[config.mk]
export PLATFORM = sky130hd
export DESIGN_NAME = off_by_one_age_misclassification_flat
export DESIGN_NICKNAME = d
export VERILOG_FILES = /design/src/design/obom_pkg.sv /design/src/design/obom_ifs.sv /design/src/design/off_by_one_age_misclassification.sv /design/src/design/obom_cfg.sv /design/src/design/obom_window.sv /design/src/design/obom_calc.sv /design/src/flat_wrapper.sv
export SDC_FILE = /design/constraint.sdc
export NUM_CORES = 2
export LEC_CHECK = 0
export ABC_AREA = 1
export BUFFER_PORTS_ARGS = -buffer_cell sky130_fd_sc_hd__buf_2
export CORE_UTILIZATION = 40
export CTS_CLUSTER_DIAMETER = 40
export DETAILED_ROUTE_END_ITERATION = 6
export HOLD_SLACK_MARGIN = 0.12
export SYNTH_ARGS = -nofsm -noshare
export SYNTH_HDL_FRONTEND = slang
export SYNTH_HIERARCHICAL = 1
export SYNTH_SLANG_ARGS = --single-unit
[constraint.sdc]
create_clock -name clk -period 11.9 [get_ports clk]
set_input_delay 0.595 -clock clk [delete_from_list [all_inputs] [get_ports clk]]
set_output_delay 0.595 -clock clk [all_outputs]
set_load 0.01 [all_outputs]
[src/design/obom_pkg.sv]
// Types and constants shared by the ageing-error smoother.
package obom_pkg;

  localparam int MAX_CLASSES_DEF = 256;

  localparam int VAL_W      = 32;
  localparam int RATE_W     = 16;
  localparam int DIAG_W     = RATE_W + 1;
  localparam int EXACT_W    = 8;
  localparam int CFG_IDX_W  = 8;
  localparam int CFG_DATA_W = 16;

  localparam logic [DIAG_W-1:0] ONE_Q16 = DIAG_W'(65536);

  typedef enum logic [CFG_IDX_W-1:0] {
    REG_DOWN_RATE = 8'd0,
    REG_UP_RATE   = 8'd1,
    REG_EXACT     = 8'd2,
    REG_PLUS      = 8'd3
  } cfg_reg_t;

  typedef struct packed {
    logic [RATE_W-1:0]  down_rate;
    logic [RATE_W-1:0]  up_rate;
    logic [EXACT_W-1:0] exact_classes;
    logic               plus_group;
  } cfg_t;

  // One accepted element with the window as it stood before it.
  typedef struct packed {
    logic             valid;
    logic [VAL_W-1:0] value;
    logic             last;
    logic [VAL_W-1:0] held;
    logic [VAL_W-1:0] older;
  } stage_t;

endpackage

[src/design/obom_ifs.sv]
// Channel interfaces: configuration writes, input elements, results.
interface obom_cfg_if;
  import obom_pkg::*;
  logic                  valid;
  logic                  ready;
  logic [CFG_IDX_W-1:0]  index;
  logic [CFG_DATA_W-1:0] data;
  modport source (output valid, index, data, input ready);
  modport sink (input valid, index, data, output ready);
endinterface

interface obom_in_if;
  import obom_pkg::*;
  logic             valid;
  logic             ready;
  logic [VAL_W-1:0] value;
  logic             last;
  modport source (output valid, value, last, input ready);
  modport sink (input valid, value, last, output ready);
endinterface

interface obom_out_if;
  import obom_pkg::*;
  logic             valid;
  logic             ready;
  logic [VAL_W-1:0] result;
  logic             final_res;
  modport source (output valid, result, final_res, input ready);
  modport sink (input valid, result, final_res, output ready);
endinterface

[src/design/off_by_one_age_misclassification.sv]
// Top level: off-by-one ageing-error smoother over a streamed at-age vector.
//
//   channel   dir  beat carries                      accepted when
//   cfg       in   index (8b), data (16b)            cfg.valid & cfg.ready
//   samples   in   value (Q24.8), last               samples.valid & samples.ready
//   results   out  result (Q24.8, sat), final_res    results.valid & results.ready
//
// One element per cycle while samples.ready is high. An element enters the input
// register, the result for the class before it is formed by three 32x17 products
// and a saturating sum, and is then registered in the result register.
// The element marked last of a vector longer than one class gives two results,
// so it holds the input register until both are in the result register; an
// element at class 0 that is not last gives none, and any other gives one.
// Reset (rst, synchronous) clears the window, the position and the
// registers to down 0, up 0, exact 0, plus group 1; no clearing pass.
// cfg is always ready. A waiting result holds the input register once it
// carries an element that owes a result, and that drops samples.ready.
module off_by_one_age_misclassification #(
  parameter int MAX_CLASSES = obom_pkg::MAX_CLASSES_DEF
) (
  input logic        clk,
  input logic        rst,
  obom_cfg_if.sink   cfg,
  obom_in_if.sink    samples,
  obom_out_if.source results
);
  import obom_pkg::*;

  localparam int POS_W = $clog2(MAX_CLASSES);

  cfg_t             regs;
  stage_t           stg;
  logic [POS_W-1:0] stg_pos;
  logic             advance;

  // Register file: rates, exact-class count, plus-group flag.
  obom_cfg u_cfg (
    .clk  (clk),
    .rst  (rst),
    .cfg  (cfg),
    .regs (regs)
  );

  // Input register plus the two previous elements and the class index.
  obom_window #(
    .MAX_CLASSES (MAX_CLASSES)
  ) u_window (
    .clk     (clk),
    .rst     (rst),
    .samples (samples),
    .advance (advance),
    .stg     (stg),
    .stg_pos (stg_pos)
  );

  // Row weights and products; advance frees the input register once every
  // result of the element is in the result register.
  obom_calc #(
    .MAX_CLASSES (MAX_CLASSES)
  ) u_calc (
    .clk     (clk),
    .rst     (rst),
    .regs    (regs),
    .stg     (stg),
    .stg_pos (stg_pos),
    .advance (advance),
    .results (results)
  );

endmodule

[src/design/obom_cfg.sv]
// Configuration register file of the ageing-error smoother.
module obom_cfg (
  input  logic          clk,
  input  logic          rst,
  obom_cfg_if.sink      cfg,
  output obom_pkg::cfg_t regs
);
  import obom_pkg::*;

  assign cfg.ready = 1'b1;

  always_ff @(posedge clk) begin
    if (rst) begin
      regs.down_rate     <= '0;
      regs.up_rate       <= '0;
      regs.exact_classes <= '0;
      regs.plus_group    <= 1'b1;
    end else if (cfg.valid && cfg.ready) begin
      case (cfg_reg_t'(cfg.index))
        REG_DOWN_RATE: regs.down_rate     <= cfg.data;
        REG_UP_RATE:   regs.up_rate       <= cfg.data;
        REG_EXACT:     regs.exact_classes <= cfg.data[EXACT_W-1:0];
        REG_PLUS:      regs.plus_group    <= cfg.data[0];
        default: ;
      endcase
    end
  end

endmodule

[src/design/obom_window.sv]
// Input register and two-element sliding window with class position.
module obom_window #(
  parameter  int MAX_CLASSES = obom_pkg::MAX_CLASSES_DEF,
  localparam int POS_W       = $clog2(MAX_CLASSES)
) (
  input  logic             clk,
  input  logic             rst,
  obom_in_if.sink          samples,
  input  logic             advance,
  output obom_pkg::stage_t stg,
  output logic [POS_W-1:0] stg_pos
);
  import obom_pkg::*;

  localparam logic [POS_W-1:0] POS_TOP = POS_W'(MAX_CLASSES - 1);

  logic [VAL_W-1:0] older_value;
  logic [VAL_W-1:0] held_value;
  logic [POS_W-1:0] position;
  logic             take;

  assign samples.ready = !stg.valid || advance;
  assign take          = samples.valid && samples.ready;

  always_ff @(posedge clk) begin
    if (rst) begin
      stg.valid   <= 1'b0;
      older_value <= '0;
      held_value  <= '0;
      position    <= '0;
    end else if (take) begin
      stg.valid <= 1'b1;
      stg.value <= samples.value;
      stg.last  <= samples.last;
      stg.held  <= held_value;
      stg.older <= older_value;
      stg_pos   <= position;
      if (samples.last) begin
        older_value <= '0;
        held_value  <= '0;
        position    <= '0;
      end else begin
        older_value <= held_value;
        held_value  <= samples.value;
        if (position != POS_TOP) begin
          position <= position + POS_W'(1);
        end
      end
    end else if (advance) begin
      stg.valid <= 1'b0;
    end
  end

endmodule

[src/design/obom_calc.sv]
// Row weights, three products, saturating sum and the result register.
module obom_calc #(
  parameter  int MAX_CLASSES = obom_pkg::MAX_CLASSES_DEF,
  localparam int POS_W       = $clog2(MAX_CLASSES)
) (
  input  logic             clk,
  input  logic             rst,
  input  obom_pkg::cfg_t   regs,
  input  obom_pkg::stage_t stg,
  input  logic [POS_W-1:0] stg_pos,
  output logic             advance,
  obom_out_if.source       results
);
  import obom_pkg::*;

  localparam int CMP_W  = (POS_W > EXACT_W) ? POS_W : EXACT_W;
  localparam int PROD_W = VAL_W + DIAG_W;
  localparam int SUM_W  = VAL_W + 2;

  function automatic logic is_exact(input logic [POS_W-1:0] i,
                                    input logic [EXACT_W-1:0] k);
    return CMP_W'(i) < CMP_W'(k);
  endfunction

  // Diagonal share, clamped at zero; a whole one on exact rows.
  function automatic logic [DIAG_W-1:0] diag_share(input logic ex,
                                                   input logic use_down,
                                                   input logic use_up,
                                                   input cfg_t c);
    logic [DIAG_W-1:0] lost;
    lost = (use_down ? DIAG_W'(c.down_rate) : '0) + (use_up ? DIAG_W'(c.up_rate) : '0);
    if (ex) return ONE_Q16;
    return (lost >= ONE_Q16) ? '0 : ONE_Q16 - lost;
  endfunction

  logic              phase;
  logic [POS_W-1:0]  j_m1, j_m2;
  logic              j_nz, j_ge2, ex_j, ex_m1, ex_m2;
  logic              head_first, has_res, o_free, emit, last_of_item;
  logic [VAL_W-1:0]  a, b, c;
  logic [DIAG_W-1:0] ra, rb, rc;
  logic [PROD_W-1:0] prod_a, prod_b, prod_c;
  logic [SUM_W-1:0]  sum;
  logic [VAL_W-1:0]  sat_sum;

  assign j_nz  = stg_pos != '0;
  assign j_ge2 = stg_pos > POS_W'(1);
  assign j_m1  = stg_pos - POS_W'(1);
  assign j_m2  = stg_pos - POS_W'(2);
  assign ex_j  = is_exact(stg_pos, regs.exact_classes);
  assign ex_m1 = is_exact(j_m1, regs.exact_classes);
  assign ex_m2 = is_exact(j_m2, regs.exact_classes);

  // First result closes class j-1; second (last element only) closes class j.
  assign head_first = j_nz && !phase;

  always_comb begin
    if (head_first) begin
      a  = stg.older;
      ra = (j_ge2 && !ex_m2) ? DIAG_W'(regs.up_rate) : '0;
      b  = stg.held;
      rb = diag_share(ex_m1, j_m1 != '0, 1'b1, regs);
      c  = stg.value;
      rc = ex_j ? '0 : DIAG_W'(regs.down_rate);
    end else begin
      a  = '0;
      ra = '0;
      b  = stg.held;
      rb = (j_nz && !ex_m1) ? DIAG_W'(regs.up_rate) : '0;
      c  = stg.value;
      rc = diag_share(ex_j, j_nz, !regs.plus_group, regs);
    end
  end

  assign prod_a = PROD_W'(a) * PROD_W'(ra);
  assign prod_b = PROD_W'(b) * PROD_W'(rb);
  assign prod_c = PROD_W'(c) * PROD_W'(rc);

  assign sum = SUM_W'(prod_a[VAL_W+RATE_W-1:RATE_W])
             + SUM_W'(prod_b[VAL_W+RATE_W-1:RATE_W])
             + SUM_W'(prod_c[VAL_W+RATE_W-1:RATE_W]);
  assign sat_sum = (sum[SUM_W-1:VAL_W] != '0) ? '1 : sum[VAL_W-1:0];

  assign has_res      = j_nz || stg.last;
  assign o_free       = !results.valid || results.ready;
  assign emit         = stg.valid && has_res && o_free;
  assign last_of_item = !(head_first && stg.last);
  assign advance      = stg.valid && (!has_res || (o_free && last_of_item));

  always_ff @(posedge clk) begin
    if (rst) begin
      results.valid <= 1'b0;
      phase         <= 1'b0;
    end else begin
      if (emit) begin
        results.valid     <= 1'b1;
        results.result    <= sat_sum;
        results.final_res <= !head_first;
      end else if (results.ready) begin
        results.valid <= 1'b0;
      end
      if (advance) begin
        phase <= 1'b0;
      end else if (emit) begin
        phase <= 1'b1;
      end
    end
  end

endmodule

[src/flat_wrapper.sv]
// flat-port wrapper written by rule: the top's interface ports become plain ports
module off_by_one_age_misclassification_flat import obom_pkg::*;
#(
  parameter int MAX_CLASSES = obom_pkg::MAX_CLASSES_DEF
)
  (clk, rst, cfg_valid, cfg_index, cfg_data, cfg_ready, samples_valid, samples_value, samples_last, samples_ready, results_valid, results_result, results_final_res, results_ready);
  obom_cfg_if cfg_i ();
  obom_in_if samples_i ();
  obom_out_if results_i ();
  input logic clk;
  input logic rst;
  input wire logic [$bits(cfg_i.valid)-1:0] cfg_valid;
  input wire logic [$bits(cfg_i.index)-1:0] cfg_index;
  input wire logic [$bits(cfg_i.data)-1:0] cfg_data;
  output wire logic [$bits(cfg_i.ready)-1:0] cfg_ready;
  input wire logic [$bits(samples_i.valid)-1:0] samples_valid;
  input wire logic [$bits(samples_i.value)-1:0] samples_value;
  input wire logic [$bits(samples_i.last)-1:0] samples_last;
  output wire logic [$bits(samples_i.ready)-1:0] samples_ready;
  output wire logic [$bits(results_i.valid)-1:0] results_valid;
  output wire logic [$bits(results_i.result)-1:0] results_result;
  output wire logic [$bits(results_i.final_res)-1:0] results_final_res;
  input wire logic [$bits(results_i.ready)-1:0] results_ready;
  assign cfg_i.valid = cfg_valid;
  assign cfg_i.index = cfg_index;
  assign cfg_i.data = cfg_data;
  assign cfg_ready = cfg_i.ready;
  assign samples_i.valid = samples_valid;
  assign samples_i.value = samples_value;
  assign samples_i.last = samples_last;
  assign samples_ready = samples_i.ready;
  assign results_valid = results_i.valid;
  assign results_result = results_i.result;
  assign results_final_res = results_i.final_res;
  assign results_i.ready = results_ready;
  off_by_one_age_misclassification #(.MAX_CLASSES(MAX_CLASSES)) u_core (.clk(clk), .rst(rst), .cfg(cfg_i), .samples(samples_i), .results(results_i));
endmodule
==> impl_metrics.env <==
export IMPL_synthDistinctLibCells=61
export IMPL_setup_repair_after_global_routing_missed_its_margin="yes"
export IMPL_post_dp_cell_area_sq_um=73700
export IMPL_power_leakage_nw=37.3
export IMPL_hold_violations=0
export IMPL_synthesis_instances=8239
export IMPL_synthesized_area_fraction_occupied_by_ao_oa_aoi_and_oai_cells_pct=5.23
export IMPL_floorplan_initialDensity_pct=40.2
export IMPL_failed_checks="negative setup slack"
export IMPL_cpMaxStageDelayCell="sky130_fd_sc_hd__fa_1"
export IMPL_core_area_sq_um=163000
export IMPL_grt_antenna_before_repair=2
export IMPL_worst_setup_path_startpoint="u_core/u_window/stg_pos[4]"
export IMPL_synthFlopType="sky130_fd_sc_hd__edfxtp_1"
export IMPL_number_of_synthesized_register_bits=254
export IMPL_post_synth_top_area_cell="sky130_fd_sc_hd__fa_1"
export IMPL_ctsHtreeMaxLevel=2
export IMPL_finalClockSkew_ns=0.0343
export IMPL_ys_seq_area_share_pct=9.88
export IMPL_avgRoutedWirePerCell_um=20.5
export IMPL_rrSetupSlack_ns=-0.15
export IMPL_slew_violations=0
export IMPL_synth_simple_area_share_pct=19.9
export IMPL_sequential_power_share_pct=13.6
export IMPL_timing_final_ws_setup_ns=-0.150
export IMPL_top_achievable_clock_speed_mhz=83.0
export IMPL_rr_startpoint="u_core/u_window/stg_pos[4]"
export IMPL_cts_hold_buffers_added=0
export IMPL_worstSetupPathType="register to register"
export IMPL_floorplan_rows=148
export IMPL_die_h_um=406
export IMPL_yosys_area_share_xor_xnor_pct=1.96
export IMPL_drc_errors=0
export IMPL_floorplan_die_width_um=406
export IMPL_synth_area_sq_um=65400
export IMPL_die_area_sq_um=165000
export IMPL_vias=57521
export IMPL_worstHoldStart="samples_value[27]"
export IMPL_fin_area_sq_um=79200
export IMPL_netlist_top_cells_area="sky130_fd_sc_hd__fa_1 (41%), sky130_fd_sc_hd__inv_1 (11%), sky130_fd_sc_hd__nand2_1 (10%)"
export IMPL_wirelength_um=231000
export IMPL_critPathMaxFanout=12
export IMPL_p_per_area_nw_per_um2=111
export IMPL_clock_sink_count=254
export IMPL_cts_tree="done"
export IMPL_finalSetupViolations=32
export IMPL_worst_path_buf_inv=17
export IMPL_drive_gt1_share_pct=18.5
export IMPL_final_min_clock_period_ns=12.05
export IMPL_clockPowerShare_pct=15.8
export IMPL_run_status="complete, but fails checks"
export IMPL_max_clock_path_buffers=3
export IMPL_overflow=0
export IMPL_place_gp_congestion=0.992
export IMPL_max_cap_violations=0
export IMPL_endpoint_kind="register"
export IMPL_cts_made_buffers=48
export IMPL_pin_count_of_the_biggest_net_entering_global_routing=102
export IMPL_number_of_global_route_vias_before_repair=60480
export IMPL_period_share_pct=101
export IMPL_comb_power_share_pct=70.6
export IMPL_insertion_delay_ns=0.63
export IMPL_yosys_warnings=6
export IMPL_netlist_area_leader_share_pct=41.1
export IMPL_finalHoldWorstSlack_ns=0.209
export IMPL_switching_power_w=0.00405
export IMPL_post_synth_mux_area_share_pct=0
export IMPL_layout_nets=10877
export IMPL_cp_start_kind="register"
export IMPL_io_pin_count=98
export IMPL_gr_usage_all_layers_pct=28.7
export IMPL_place_port_buffers=96
export IMPL_synth_enable_flop_cells=138
export IMPL_irDropWorstVdd_mv=0.237
export IMPL_post_dp_hpwl_um=193000
export IMPL_grt_pass1_wl_um=359000
export IMPL_cp_top_family="adder cells"
export IMPL_max_slew_margin_rel_pct=15.1
export IMPL_cp_data_required_time_ns=12.27
export IMPL_holdPathStages=1
export IMPL_cp_num_cells=62
export IMPL_r2r_end="u_core/u_calc/results.result[29]"
export IMPL_cts_root_buf="sky130_fd_sc_hd__clkbuf_16"
export IMPL_syn2layout_area_growth_pct=21.0
export IMPL_count_of_tritonroute_iterations_in_the_first_routing_pass=7
export IMPL_viasPerCell=5.12
export IMPL_min_to="u_core/u_window/stg[92]"
export IMPL_postRouteAntennaNets=0
export IMPL_cp_slowest_stage_delay_ns=0.56
export IMPL_worst_slew_pin_slew_ns=1.27
export IMPL_worst_r2r_path_depth=62
export IMPL_net_sw_share_pct=46.1
export IMPL_synth_avg_cell_area_sq_um=7.94
export IMPL_internal_power_w=0.00475
export IMPL_post_synthesis_net_count=10091
export IMPL_critPathArrivalTime_ns=12.43
export IMPL_min_path_type="input port to register"
export IMPL_largest_family_of_logic_cells_by_synthesized_area="adder cells"
export IMPL_drtIter0Drc=5100
export IMPL_yosys_area_share_adder_pct=49.7
export IMPL_postSynth_asyncResetShare_pct=0
export IMPL_cts_reportedPaths_clkPinSlew_ns=0.06
## sequential cells by signal (all words and copies together) (netlist names)
| signal | flops |
|---|---|
| u_core/u_calc/phase | 1 |
| u_core/u_window/stg_pos | 8 |
| u_core/u_calc/results.valid | 1 |
| u_core/u_window/position | 8 |
| u_core/u_window/held_value | 32 |
| u_core/u_calc/results.result | 32 |
| u_core/u_cfg/regs | 41 |
| u_core/u_window/older_value | 32 |
| u_core/u_window/stg | 98 |
| u_core/u_calc/results.final_res | 1 |
## timing repair
item                       4_1_cts  5_1_grt
setup endpoints to repair       32       32
pin swaps                      133      127
buffers inserted                85       45
gates resized for setup        331      292
cloned                           2        2
## cell families after synthesis
family	after synthesis
AND/OR/NAND/NOR	3194
buffers and inverters	2248
adder cells (fa/ha/maj)	1790
AO/OA/AOI/OAI	608
flip-flops	254
XOR/XNOR	144
other	1
## power by group through the flow
stage	logic [W]	clock network, W	registers, W
3_3_place_gp	0.00513	0	0.00122
6_report	0.00621	0.00139	0.00119
5_1_grt	0.00671	0.00145	0.00120
2_1_floorplan	0.00252	0	0.00116
3_5_place_dp	0.00514	0	0.00121
4_1_cts	0.00567	0.00142	0.00120
## cell usage after synthesis, types with 3 or more instances
library cell,instances
sky130_fd_sc_hd__buf_2,85
sky130_fd_sc_hd__inv_1,1903
sky130_fd_sc_hd__o221ai_1,4
sky130_fd_sc_hd__a211oi_1,10
sky130_fd_sc_hd__a31oi_1,45
sky130_fd_sc_hd__xnor2_1,73
sky130_fd_sc_hd__o211ai_1,6
sky130_fd_sc_hd__nand2_1,1778
sky130_fd_sc_hd__o31ai_1,4
sky130_fd_sc_hd__buf_6,13
sky130_fd_sc_hd__nand3b_1,21
sky130_fd_sc_hd__o21ai_1,10
sky130_fd_sc_hd__o21ai_2,3
sky130_fd_sc_hd__nor2_2,30
sky130_fd_sc_hd__o21ai_0,136
sky130_fd_sc_hd__o21a_1,22
sky130_fd_sc_hd__nand2_2,16
sky130_fd_sc_hd__a21o_1,24
sky130_fd_sc_hd__nor4_1,16
sky130_fd_sc_hd__ha_1,446
sky130_fd_sc_hd__nand3_2,3
sky130_fd_sc_hd__edfxtp_1,138
sky130_fd_sc_hd__a21oi_1,312
sky130_fd_sc_hd__inv_2,27
sky130_fd_sc_hd__nor2_4,8
sky130_fd_sc_hd__o2111ai_1,3
sky130_fd_sc_hd__nor3_1,35
sky130_fd_sc_hd__clkinv_1,12
sky130_fd_sc_hd__nand3_1,421
sky130_fd_sc_hd__fa_1,1344
sky130_fd_sc_hd__o22ai_1,4
sky130_fd_sc_hd__buf_4,26
sky130_fd_sc_hd__buf_1,21
sky130_fd_sc_hd__or2_2,8
sky130_fd_sc_hd__clkbuf_1,160
sky130_fd_sc_hd__o21bai_1,9
sky130_fd_sc_hd__nor2_1,825
sky130_fd_sc_hd__dfxtp_1,116
sky130_fd_sc_hd__xnor2_2,3
sky130_fd_sc_hd__nand4_1,24
sky130_fd_sc_hd__xor2_1,68
## area by class of cell
cell class / count / area [sq um]
Fill cell: 16098 / 83400
Multi-Input combinational cell: 5737 / 52800
Timing Repair Buffer: 1040 / 8180
Inverter: 1943 / 7340
Sequential cell: 254 / 6470
Tap cell: 2175 / 2720
Clock buffer: 54 / 1270
Clock inverter: 36 / 387
Timing Repair inverter: 1 / 7.51
Antenna cell: 2 / 5.00
## through the flow
stage | std cells | util, % | total power (W) | setup WS [ns] | TNS [ns]
floorplan | 8239 | - | 0.00367 | -0.00426 | -0.0852
global placement | 11021 | 45.3 | 0.00634 | -0.775 | -23.81
detailed placement | 11021 | 45.3 | 0.00635 | -0.809 | -23.68
CTS | 11196 | 47.7 | 0.00828 | -0.185 | -4.88
global route | 11240 | 48.7 | 0.00937 | -0.733 | -21.73
finish | 11242 | 48.7 | 0.00880 | -0.150 | -3.83
## metal layers
| metal | wire (um) | GRT usage (%) |
|---|---|---|
| met1 | 97000 | 39.1 |
| met4 | 11500 | 11.6 |
| met3 | 17300 | 4.19 |
| met2 | 105000 | 45.9 |
| met5 | 29 | 0 |
## layout by cell type (no fill, tap or decap), types with 20 or more instances in the layout
master / n
sky130_fd_sc_hd__buf_6: 45
sky130_fd_sc_hd__xor2_1: 51
sky130_fd_sc_hd__a21oi_1: 244
sky130_fd_sc_hd__nand3_2: 25
sky130_fd_sc_hd__inv_2: 50
sky130_fd_sc_hd__nand2_1: 1699
sky130_fd_sc_hd__nand3_1: 395
sky130_fd_sc_hd__nor3_1: 24
sky130_fd_sc_hd__nand2_2: 78
sky130_fd_sc_hd__ha_4: 65
sky130_fd_sc_hd__o21ai_0: 99
sky130_fd_sc_hd__ha_1: 377
sky130_fd_sc_hd__nand4_1: 24
sky130_fd_sc_hd__a21oi_2: 63
sky130_fd_sc_hd__a31oi_1: 34
sky130_fd_sc_hd__edfxtp_1: 138
sky130_fd_sc_hd__buf_12: 29
sky130_fd_sc_hd__nor2_2: 69
sky130_fd_sc_hd__fa_1: 1322
sky130_fd_sc_hd__o21a_1: 21
sky130_fd_sc_hd__dfxtp_1: 116
sky130_fd_sc_hd__xnor2_1: 60
sky130_fd_sc_hd__nor2_1: 775
sky130_fd_sc_hd__buf_2: 96
sky130_fd_sc_hd__clkbuf_16: 51
sky130_fd_sc_hd__fa_2: 22
sky130_fd_sc_hd__o21ai_1: 28
sky130_fd_sc_hd__nand3b_1: 21
sky130_fd_sc_hd__a21o_1: 24
sky130_fd_sc_hd__buf_4: 861
sky130_fd_sc_hd__o21ai_2: 20
sky130_fd_sc_hd__inv_1: 1869
## worst max path at each step
stage,to
after global routing,u_core/u_calc/results.result[31]
after floorplan,u_core/u_calc/results.result[0]
after CTS,u_core/u_calc/results.result[31]
after detailed placement,u_core/u_calc/results.result[31]
final,u_core/u_calc/results.result[29]
after global placement,u_core/u_calc/results.result[18]
No activity file was read; power rests on OpenSTA's default activity.
